`config.mk`:
```
export PLATFORM = sky130hd
export DESIGN_NAME = register_hazard_window_counter_top
export DESIGN_NICKNAME = d
export VERILOG_FILES = /design/src/hw/rtl/rhwc_pkg.sv /design/src/hw/rtl/rhwc_cell.sv /design/src/hw/rtl/rhwc_pick.sv /design/src/hw/rtl/register_hazard_window_counter_top.sv
export SDC_FILE = /design/constraint.sdc
export NUM_CORES = 2
export LEC_CHECK = 0
export BUFFER_PORTS_ARGS = -buffer_cell sky130_fd_sc_hd__buf_2
export CORE_MARGIN = 2
export CORE_UTILIZATION = 40
export CTS_BUF_LIST = sky130_fd_sc_hd__clkbuf_16
export CTS_CLUSTER_SIZE = 12
export DETAILED_ROUTE_END_ITERATION = 16
export GPL_TIMING_DRIVEN = 1
export HOLD_SLACK_MARGIN = 0.15
export PLACE_DENSITY = 0.57
export SYNTH_ARGS = -nofsm -noshare
export SYNTH_HDL_FRONTEND = slang
export SYNTH_SLANG_ARGS = --single-unit
```
`constraint.sdc`:
```
create_clock -name clk -period 17.33 [get_ports clk]
set_input_delay 1.733 -clock clk [delete_from_list [all_inputs] [get_ports clk]]
set_output_delay 1.733 -clock clk [all_outputs]
set_load 0.05 [all_outputs]
```
`src/hw/rtl/rhwc_pkg.sv`:
```
// rhwc_pkg: shared types, constants and helper functions of the register hazard window counter
// no dependencies; imported by rhwc_cell and register_hazard_window_counter_top
`timescale 1ns / 1ps
`default_nettype none

package rhwc_pkg;

  localparam int REG_W     = 5;
  localparam int DEPTH_W   = 6;
  localparam int ADDR_W    = 64;
  localparam int CNT_W     = 32;
  localparam int KEY_W     = 7;
  localparam int CFG_IDX_W = 1;
  localparam int REG_COUNT = 32;

  localparam logic [DEPTH_W-1:0] DEPTH_RESET = 6'd32;
  localparam logic [ADDR_W-1:0]  START_RESET = 64'h0000_0000_8000_0000;

  // configuration register indexes
  localparam logic [CFG_IDX_W-1:0] CFG_DEPTH = 1'b0;
  localparam logic [CFG_IDX_W-1:0] CFG_START = 1'b1;

  typedef struct packed {
    logic [REG_W-1:0] rnum;
    logic             ww;
  } entry_t;

  // lookups of one step: [0] first read, [1] second read, [2] write
  typedef struct packed {
    logic [2:0]            act;
    logic [2:0][REG_W-1:0] rnum;
  } query_t;

  // sort key that follows the string order of the names X0, X1, X10, ..., X2, ...
  function automatic logic [KEY_W-1:0] name_key(input logic [REG_W-1:0] r);
    logic [1:0]       tens;
    logic [3:0]       units;
    logic [KEY_W-1:0] key;
    tens  = 2'd0;
    units = 4'd0;
    if (r < 5'd10) begin
      key = KEY_W'(r) * KEY_W'(11);
    end else begin
      if (r < 5'd20) begin
        tens  = 2'd1;
        units = 4'(r - 5'd10);
      end else if (r < 5'd30) begin
        tens  = 2'd2;
        units = 4'(r - 5'd20);
      end else begin
        tens  = 2'd3;
        units = 4'(r - 5'd30);
      end
      key = KEY_W'(tens) * KEY_W'(11) + KEY_W'(units) + KEY_W'(1);
    end
    return key;
  endfunction

  function automatic logic [CNT_W-1:0] sat_add(input logic [CNT_W-1:0] c,
                                               input logic [1:0] inc);
    logic [CNT_W:0] s;
    s = {1'b0, c} + (CNT_W + 1)'(inc);
    return s[CNT_W] ? {CNT_W{1'b1}} : s[CNT_W-1:0];
  endfunction

endpackage

`default_nettype wire

```
`src/hw/rtl/rhwc_cell.sv`:
```
// rhwc_cell: one window position; holds an entry, shifts it to the older neighbor
// and compares it against the three lookups of a step; uses rhwc_pkg
`timescale 1ns / 1ps
`default_nettype none

module rhwc_cell
  import rhwc_pkg::*;
(
  input  wire logic   clk,
  input  wire logic   shift,
  input  wire entry_t shift_in,
  output entry_t      shift_out,
  input  wire logic   compare,
  input  wire query_t query,
  input  wire logic   slot_valid,
  output logic [2:0]  hit
);

  entry_t     entry;
  logic [2:0] hit_next;

  always_comb begin
    for (int j = 0; j < 3; j++) begin
      hit_next[j] = slot_valid && query.act[j] && (query.rnum[j] == entry.rnum);
    end
  end

  always_ff @(posedge clk) begin
    if (shift) begin
      entry <= shift_in;
    end
    if (compare) begin
      hit <= hit_next;
    end
  end

  assign shift_out = entry;

endmodule

`default_nettype wire

```
`src/hw/rtl/rhwc_pick.sv`:
```
// rhwc_pick: picks the newest matching window position and reports its access kind
// no dependencies
`timescale 1ns / 1ps
`default_nettype none

module rhwc_pick #(
  parameter int N = 32
) (
  input  wire logic [N-1:0] hit,
  input  wire logic [N-1:0] ww,
  output logic              found,
  output logic              prev_w
);

  logic [N-1:0] first;

  // isolate lowest set bit, position 0 holds the newest entry
  assign first  = hit & ~(hit - N'(1));
  assign found  = |hit;
  assign prev_w = |(first & ww);

endmodule

`default_nettype wire

```
`src/hw/rtl/register_hazard_window_counter_top.sv`:
```
// register hazard window counter: each item passes lookup, pick and commit, then its distinct registers
// are appended in turn as the cell chain shifts one entry a step; a new item is accepted only
// once the previous one is committed and appended. The result sits in the counter registers
// until taken, while the next item is already accepted and looked up.
// rst (synchronous) clears counters, fill and active flag and loads the register defaults;
// no clearing pass, window entries beyond the fill count are never looked at
`timescale 1ns / 1ps
`default_nettype none

module register_hazard_window_counter_top
  import rhwc_pkg::*;
#(
  parameter int WINDOW_DEPTH = 32
) (
  input  wire logic                 clk,
  input  wire logic                 rst,
  input  wire logic                 cfg_write,
  input  wire logic [CFG_IDX_W-1:0] cfg_index,
  input  wire logic [ADDR_W-1:0]    cfg_data,
  input  wire logic                 in_valid,
  output logic                      in_stall,
  input  wire logic [ADDR_W-1:0]    pc,
  input  wire logic                 read_a_valid,
  input  wire logic [REG_W-1:0]     read_a_reg,
  input  wire logic                 read_b_valid,
  input  wire logic [REG_W-1:0]     read_b_reg,
  input  wire logic                 write_valid,
  input  wire logic [REG_W-1:0]     write_reg,
  output logic                      out_valid,
  input  wire logic                 out_stall,
  output logic                      checking_active,
  output logic [CNT_W-1:0]          raw_total,
  output logic [CNT_W-1:0]          war_total,
  output logic [CNT_W-1:0]          waw_total,
  output logic [CNT_W-1:0]          rar_total
);

  localparam int FILL_W = $clog2(WINDOW_DEPTH + 1);
  localparam int LIM_W  = (FILL_W > DEPTH_W) ? FILL_W : DEPTH_W;

  typedef enum logic [2:0] {
    S_IDLE,
    S_MATCH,
    S_RESOLVE,
    S_COMMIT,
    S_APPEND
  } state_t;

  typedef struct packed {
    logic             v;
    logic [REG_W-1:0] rnum;
    logic             ww;
  } slot_t;

  state_t             state;
  logic [DEPTH_W-1:0] depth_in_use;
  logic [ADDR_W-1:0]  start_address;
  logic [FILL_W-1:0]  fill;
  logic               active;
  logic               pend_active;
  query_t             query;
  slot_t [2:0]        slots;
  logic [1:0]         app_count;
  logic [1:0]         app_idx;
  logic [1:0]         raw_inc;
  logic [1:0]         rar_inc;
  logic               war_inc;
  logic               waw_inc;
  logic [CNT_W-1:0]   raw_cnt;
  logic [CNT_W-1:0]   war_cnt;
  logic [CNT_W-1:0]   waw_cnt;
  logic [CNT_W-1:0]   rar_cnt;

  // cell chain, position 0 is the newest entry
  entry_t                 cell_out [WINDOW_DEPTH];
  logic [WINDOW_DEPTH-1:0] slot_valid;
  logic [2:0][WINDOW_DEPTH-1:0] hit_vec;
  logic [WINDOW_DEPTH-1:0] ww_vec;
  entry_t                 app_entry;

  logic [2:0] found;
  logic [2:0] prev_w;

  assign app_entry.rnum = slots[app_idx].rnum;
  assign app_entry.ww   = slots[app_idx].ww;

  for (genvar k = 0; k < WINDOW_DEPTH; k++) begin : g_cell
    entry_t     din;
    logic [2:0] hit;
    if (k == 0) begin : g_head
      assign din = app_entry;
    end else begin : g_link
      assign din = cell_out[k-1];
    end
    assign slot_valid[k] = fill > FILL_W'(k);
    rhwc_cell u_cell (
      .clk        (clk),
      .shift      (state == S_APPEND),
      .shift_in   (din),
      .shift_out  (cell_out[k]),
      .compare    (state == S_MATCH),
      .query      (query),
      .slot_valid (slot_valid[k]),
      .hit        (hit)
    );
    assign ww_vec[k] = cell_out[k].ww;
    for (genvar j = 0; j < 3; j++) begin : g_hit
      assign hit_vec[j][k] = hit[j];
    end
  end

  for (genvar j = 0; j < 3; j++) begin : g_pick
    rhwc_pick #(.N(WINDOW_DEPTH)) u_pick (
      .hit    (hit_vec[j]),
      .ww     (ww_vec),
      .found  (found[j]),
      .prev_w (prev_w[j])
    );
  end

  // append list: distinct registers, a write marks a read of the same register
  slot_t [2:0] raw_slots;
  slot_t [2:0] sorted;
  logic [1:0]  slot_count;

  function automatic logic slot_less(input slot_t x, input slot_t y);
    return x.v && (!y.v || (name_key(x.rnum) < name_key(y.rnum)));
  endfunction

  always_comb begin
    slot_t t;
    raw_slots[0].v    = query.act[0];
    raw_slots[0].rnum = query.rnum[0];
    raw_slots[0].ww   = query.act[2] && (query.rnum[0] == query.rnum[2]);
    raw_slots[1].v    = query.act[1] && !(query.act[0] && (query.rnum[1] == query.rnum[0]));
    raw_slots[1].rnum = query.rnum[1];
    raw_slots[1].ww   = query.act[2] && (query.rnum[1] == query.rnum[2]);
    raw_slots[2].v    = query.act[2]
                        && !(raw_slots[0].v && (query.rnum[0] == query.rnum[2]))
                        && !(raw_slots[1].v && (query.rnum[1] == query.rnum[2]));
    raw_slots[2].rnum = query.rnum[2];
    raw_slots[2].ww   = 1'b1;

    // three compare-exchange steps, empty slots sink to the end
    sorted = raw_slots;
    t      = raw_slots[0];
    if (slot_less(sorted[1], sorted[0])) begin
      t = sorted[0]; sorted[0] = sorted[1]; sorted[1] = t;
    end
    if (slot_less(sorted[2], sorted[1])) begin
      t = sorted[1]; sorted[1] = sorted[2]; sorted[2] = t;
    end
    if (slot_less(sorted[1], sorted[0])) begin
      t = sorted[0]; sorted[0] = sorted[1]; sorted[1] = t;
    end
    slot_count = 2'(raw_slots[0].v) + 2'(raw_slots[1].v) + 2'(raw_slots[2].v);
  end

  // window limit is depth_in_use capped at the cell count
  logic [LIM_W-1:0] limit;
  logic             grow;

  always_comb begin
    if (LIM_W'(depth_in_use) > LIM_W'(WINDOW_DEPTH)) begin
      limit = LIM_W'(WINDOW_DEPTH);
    end else begin
      limit = LIM_W'(depth_in_use);
    end
    grow = LIM_W'(fill) < limit;
  end

  logic             reg_ok_a;
  logic             reg_ok_b;
  logic             reg_ok_w;
  logic             active_next;
  logic             commit_go;

  assign reg_ok_a    = {2'b00, read_a_reg} < 7'(REG_COUNT);
  assign reg_ok_b    = {2'b00, read_b_reg} < 7'(REG_COUNT);
  assign reg_ok_w    = {2'b00, write_reg} < 7'(REG_COUNT);
  assign active_next = active || (pc >= start_address);
  // the counters are the result, so commit only once the previous one is taken
  assign commit_go   = (state == S_COMMIT) && !(out_valid && out_stall);

  always_ff @(posedge clk) begin
    if (rst) begin
      state         <= S_IDLE;
      out_valid     <= 1'b0;
      active        <= 1'b0;
      fill          <= '0;
      raw_cnt       <= '0;
      war_cnt       <= '0;
      waw_cnt       <= '0;
      rar_cnt       <= '0;
      depth_in_use  <= DEPTH_RESET;
      start_address <= START_RESET;
    end else begin
      if (cfg_write) begin
        case (cfg_index)
          CFG_DEPTH: depth_in_use  <= cfg_data[DEPTH_W-1:0];
          CFG_START: start_address <= cfg_data;
          default: ;
        endcase
      end
      if (commit_go) begin
        out_valid <= 1'b1;
      end else if (out_valid && !out_stall) begin
        out_valid <= 1'b0;
      end
      case (state)
        S_IDLE: begin
          if (in_valid) begin
            pend_active    <= active_next;
            query.act[0]   <= active_next && read_a_valid && reg_ok_a;
            query.act[1]   <= active_next && read_b_valid && reg_ok_b;
            query.act[2]   <= active_next && write_valid && reg_ok_w;
            query.rnum[0]  <= read_a_reg;
            query.rnum[1]  <= read_b_reg;
            query.rnum[2]  <= write_reg;
            state          <= S_MATCH;
          end
        end
        S_MATCH: begin
          state <= S_RESOLVE;
        end
        S_RESOLVE: begin
          slots     <= sorted;
          app_count <= slot_count;
          raw_inc   <= 2'(found[0] && prev_w[0]) + 2'(found[1] && prev_w[1]);
          rar_inc   <= 2'(found[0] && !prev_w[0]) + 2'(found[1] && !prev_w[1]);
          waw_inc   <= found[2] && prev_w[2];
          war_inc   <= found[2] && !prev_w[2];
          state     <= S_COMMIT;
        end
        S_COMMIT: begin
          if (commit_go) begin
            active    <= pend_active;
            raw_cnt   <= sat_add(raw_cnt, raw_inc);
            rar_cnt   <= sat_add(rar_cnt, rar_inc);
            waw_cnt   <= sat_add(waw_cnt, {1'b0, waw_inc});
            war_cnt   <= sat_add(war_cnt, {1'b0, war_inc});
            app_idx   <= 2'd0;
            state     <= (app_count != 2'd0) ? S_APPEND : S_IDLE;
          end
        end
        S_APPEND: begin
          if (grow) begin
            fill <= fill + FILL_W'(1);
          end
          app_idx <= app_idx + 2'd1;
          if (app_idx == app_count - 2'd1) begin
            state <= S_IDLE;
          end
        end
        default: begin
          state <= S_IDLE;
        end
      endcase
    end
  end

  assign in_stall        = (state != S_IDLE);
  assign checking_active = active;
  assign raw_total       = raw_cnt;
  assign war_total       = war_cnt;
  assign waw_total       = waw_cnt;
  assign rar_total       = rar_cnt;

`ifndef SYNTHESIS
  a_fill_monotonic: assert property (@(posedge clk) disable iff (rst)
    !$past(rst) |-> fill >= $past(fill))
    else $error("window fill went down");

  a_fill_only_on_append: assert property (@(posedge clk) disable iff (rst)
    !$past(rst) && (fill != $past(fill)) |-> $past(state == S_APPEND))
    else $error("window fill changed outside of an append");

  a_counter_moves_with_result: assert property (@(posedge clk) disable iff (rst)
    !$past(rst) && (raw_cnt != $past(raw_cnt)) |-> out_valid && $past(state == S_COMMIT))
    else $error("raw counter changed without a new result");

  a_counter_no_wrap: assert property (@(posedge clk) disable iff (rst)
    !$past(rst) |-> rar_cnt >= $past(rar_cnt))
    else $error("rar counter wrapped");

  a_result_from_commit: assert property (@(posedge clk) disable iff (rst)
    !$past(rst) && $rose(out_valid) |-> $past(state == S_COMMIT))
    else $error("result raised outside of commit");
`endif

endmodule

`default_nettype wire
```
==> results.json <==
{
  "run_status": "finished clean",
  "post_cts_buffers": 0,
  "final.setup.worst_slack_ns": 2.94,
  "cpPeakStageDelay_ns": 0.69,
  "r2r-end": "slots[5]$_DFFE_PP_",
  "start_kind": "flop",
  "async_flop_share_pct": 0,
  "slew_headroom_pct": 17.4,
  "crit_top_cell": "ha_1",
  "arrival_ns": 14.70,
  "setup_tns_ns": 0,
  "critPathMaxFanout": 39,
  "numClockSinks": 544,
  "syn_inst": 3356,
  "ioPinCount": 283,
  "synth_flop_cell": "edfxtp_1",
  "yosysTopAreaCellShare_pct": 30.5,
  "globalplace.congestion": 0.897,
  "nets": 3989,
  "fp.coreArea_sq_mm": 0.0818,
  "routed_via_density": 5.37,
  "root_buffer": "clkbuf_16",
  "grt_use_met2_pct": 35.7,
  "initial_utilization_pct": 40.3,
  "finalCritPeriodShare_pct": 83.0,
  "drive_gt1_share_pct": 12.2,
  "rrSetupSlack_ns": 2.94,
  "die_height_um": 291,
  "end_kind": "flop",
  "slew_viol_final": 0,
  "top_usage_layer": "met2",
  "grt-ovfl-total": 0,
  "r2r-start": "query[1]$_DFFE_PP_",
  "yosysSeqAreaShare_pct": 43.1,
  "tritoncts": "yes",
  "achievable-frequency_ghz": 0.0695,
  "first_pass_iters": 5,
  "met1_usage_pct": 29.7,
  "cts_max_path_buffers": 3,
  "grt_setup_unrepaired": "false",
  "drc": 0,
  "area_growth_pct": 14.2,
  "synth_area_sq_mm": 0.0330,
  "drt_iter0_markers": 1799,
  "hold_start": "start_address[63]$_SDFFE_PP0P_",
  "htreeDepth": 3,
  "p_per_area_mw_per_mm2": 99.3,
  "required_ns": 17.64,
  "crit_path_top_delay_cell": "o31ai_4",
  "finalSetupViolations": 0,
  "grt_util_met3_pct": 3.27,
  "ys_ff_latch": 544,
  "period_needed_ns": 14.39,
  "maxCapViolations": 0,
  "hold_depth": 2,
  "min_path_type": "reg -> reg",
  "synth_nets": 3746,
  "chipWidth_um": 291,
  "vias": 25400,
  "ys_warn_count": 0,
  "path_clk_slew_ns": 0.06,
  "cts_hold_buf": 0,
  "synth_edf_count": 335,
  "synth.area.top_cells": "edfxtp_1 (30%), dfxtp_1 (13%), xnor2_1 (9.9%), ha_1 (8.3%), xor2_1 (7.6%)",
  "wl_per_cell_um": 19.9,
  "ctsResizeCount": 0,
  "postSynthAreaPerCell_sq_um": 9.84,
  "final_antenna_net_count": 0,
  "hold_viol_final": 0,
  "portBuffers": 282,
  "rows": 105,
  "grt_pass1_wl_um": 146000,
  "grt_max_degree": 90,
  "cts_buffers": 68,
  "hold_path_end": "start_address[63]$_SDFFE_PP0P_",
  "worstSetupPathType": "reg -> reg",
  "gr-usage-all-layers_pct": 21.8,
  "max-vdd-ir-drop_mv": 0.0645,
  "tightest_slew_ns": 1.23,
  "clk_latency_ns": 0.62,
  "synth_largest_area_cell": "edfxtp_1",
  "dp_hpwl_um": 65100,
  "wl_um": 94000,
  "leakage_nw": 14.2,
  "post-place-ws_ns": 3.06,
  "grt_pass1_vias": 24700,
  "finClkSkew_ns": 0.0307,
  "antenna_found_initial": 2,
  "rr_worst_depth": 59,
  "die-area_sq_mm": 0.0849,
  "synth.distinct_cells": 77
}
[cells in the final DEF, fill, tap and decap left out, drive strengths merged, types with 6 or more instances in the layout]
cell type,Yosys,layout
xnor2,372,372
edfxtp,335,335
buf,60,322
nand2,317,317
a21oi,290,290
xor2,287,287
ha,218,218
dfxtp,209,209
inv,167,187
nor2,185,185
nand4,108,108
nor4,105,105
nand3,98,98
o21ai,92,92
clkbuf,89,69
a21o,61,61
nor3,52,52
mux2i,40,40
and3,27,27
clkinv,2,25
nor2b,21,21
fa,20,20
and4,14,14
a31oi,14,14
nand2b,13,13
and2,12,12
a211oi,11,11
or4,10,10
o21a,9,9
or3,9,9
or2,9,9
a221oi,9,9
a22oi,6,6
nand3b,6,6
bufinv,0,6
[per-stage QoR]
stage | cells | total power, W | utilization, % | area [sq um] | hold WS [ns]
after floorplan | 3356 | 0.00217 | - | 33000 | 0.436
after global placement | 4599 | 0.00235 | 43.4 | 35500 | 0.443
after detailed placement | 4599 | 0.00236 | 43.4 | 35500 | 0.447
after CTS | 4721 | 0.00378 | 46.1 | 37700 | 0.454
after global routing | 4723 | 0.00396 | 46.1 | 37700 | 0.473
final | 4724 | 0.00375 | 46.1 | 37700 | 0.451
[cell usage after synthesis, drive strengths merged (10+ instances only)]
master / instances
xor2: 287
ha: 218
nor3: 52
dfxtp: 209
clkbuf: 89
buf: 60
a21o: 61
inv: 167
a211oi: 11
and4: 14
a31oi: 14
nor4: 105
fa: 20
o21ai: 92
nand4: 108
nand2: 317
mux2i: 40
nor2b: 21
edfxtp: 335
a21oi: 290
and3: 27
nand3: 98
xnor2: 372
or4: 10
and2: 12
nand2b: 13
nor2: 185
[area by class of cell]
cell class | instances | area [sq um]
fill | 7865 | 44100
multi-input combinational | 2494 | 17600
sequential | 544 | 14200
clock buffer | 69 | 1730
timing repair buffer | 322 | 1720
tap | 1070 | 1340
inverter | 169 | 639
clock inverter | 53 | 474
antenna | 3 | 7.51
[where the power goes]
| group | total (W) | switching, W | internal (W) |
|---|---|---|---|
| combinational | 0.000898 | 0.000504 | 0.000393 |
| sequential | 0.00144 | 0.0000278 | 0.00141 |
| clock | 0.00141 | 0.000587 | 0.000820 |
| total | 0.00375 | 0.00112 | 0.00263 |
[kinds of logic after synthesis]
group / after synthesis / synth area share, %
AND/OR/NAND/NOR: 998 / 14.8
XOR/XNOR: 659 / 17.5
AO/OA/AOI/OAI: 555 / 10.0
flip-flops: 544 / 43.1
buffers and inverters: 318 / 3.72
adder cells (fa/ha/maj): 238 / 9.47
multiplexers: 44 / 1.36
[flip-flops by register name (all words and copies together), names as in the netlist, 3 cells and up]
name and flops:
query 18, war_total 32, fill 6, state 3
start_address 64, raw_total 32, g_cell.u_cell.shift_out 192, depth_in_use 6
rar_total 32, slots 18, waw_total 32, g_cell.u_cell.hit 96
[how the worst max path moves through the flow]
| stage | start | endpoint | slack [ns] | cells after the start |
|---|---|---|---|---|
| after floorplan | query[4]$_DFFE_PP_ | slots[5]$_DFFE_PP_ | 5.23 | 65 |
| after global placement | query[6]$_DFFE_PP_ | slots[12]$_DFFE_PP_ | 3.27 | 62 |
| after detailed placement | query[1]$_DFFE_PP_ | slots[5]$_DFFE_PP_ | 3.06 | 59 |
| after CTS | query[2]$_DFFE_PP_ | slots[5]$_DFFE_PP_ | 3.04 | 59 |
| after global routing | query[2]$_DFFE_PP_ | slots[1]$_DFFE_PP_ | 1.96 | 63 |
| final | query[1]$_DFFE_PP_ | slots[5]$_DFFE_PP_ | 2.94 | 59 |
[critical path, delay by kind of cell, from the launching register on]
family	cells	cell delay, ns
fa+ha+maj	12	4.20
simple gates	10	1.60
compound gates	22	5.08
buf+inv	8	1.52
mux	2	0.80
flops	1	0.32
xor+xnor	5	0.56
[routing by layer]
layer	vias up	part of all wire [%]
met1	12100	45
met3	176	5.9
met5	-	0
met2	710	46
li1	12400	-
met4	0	2.5
Note: power is estimated with default switching activity, not from simulation.
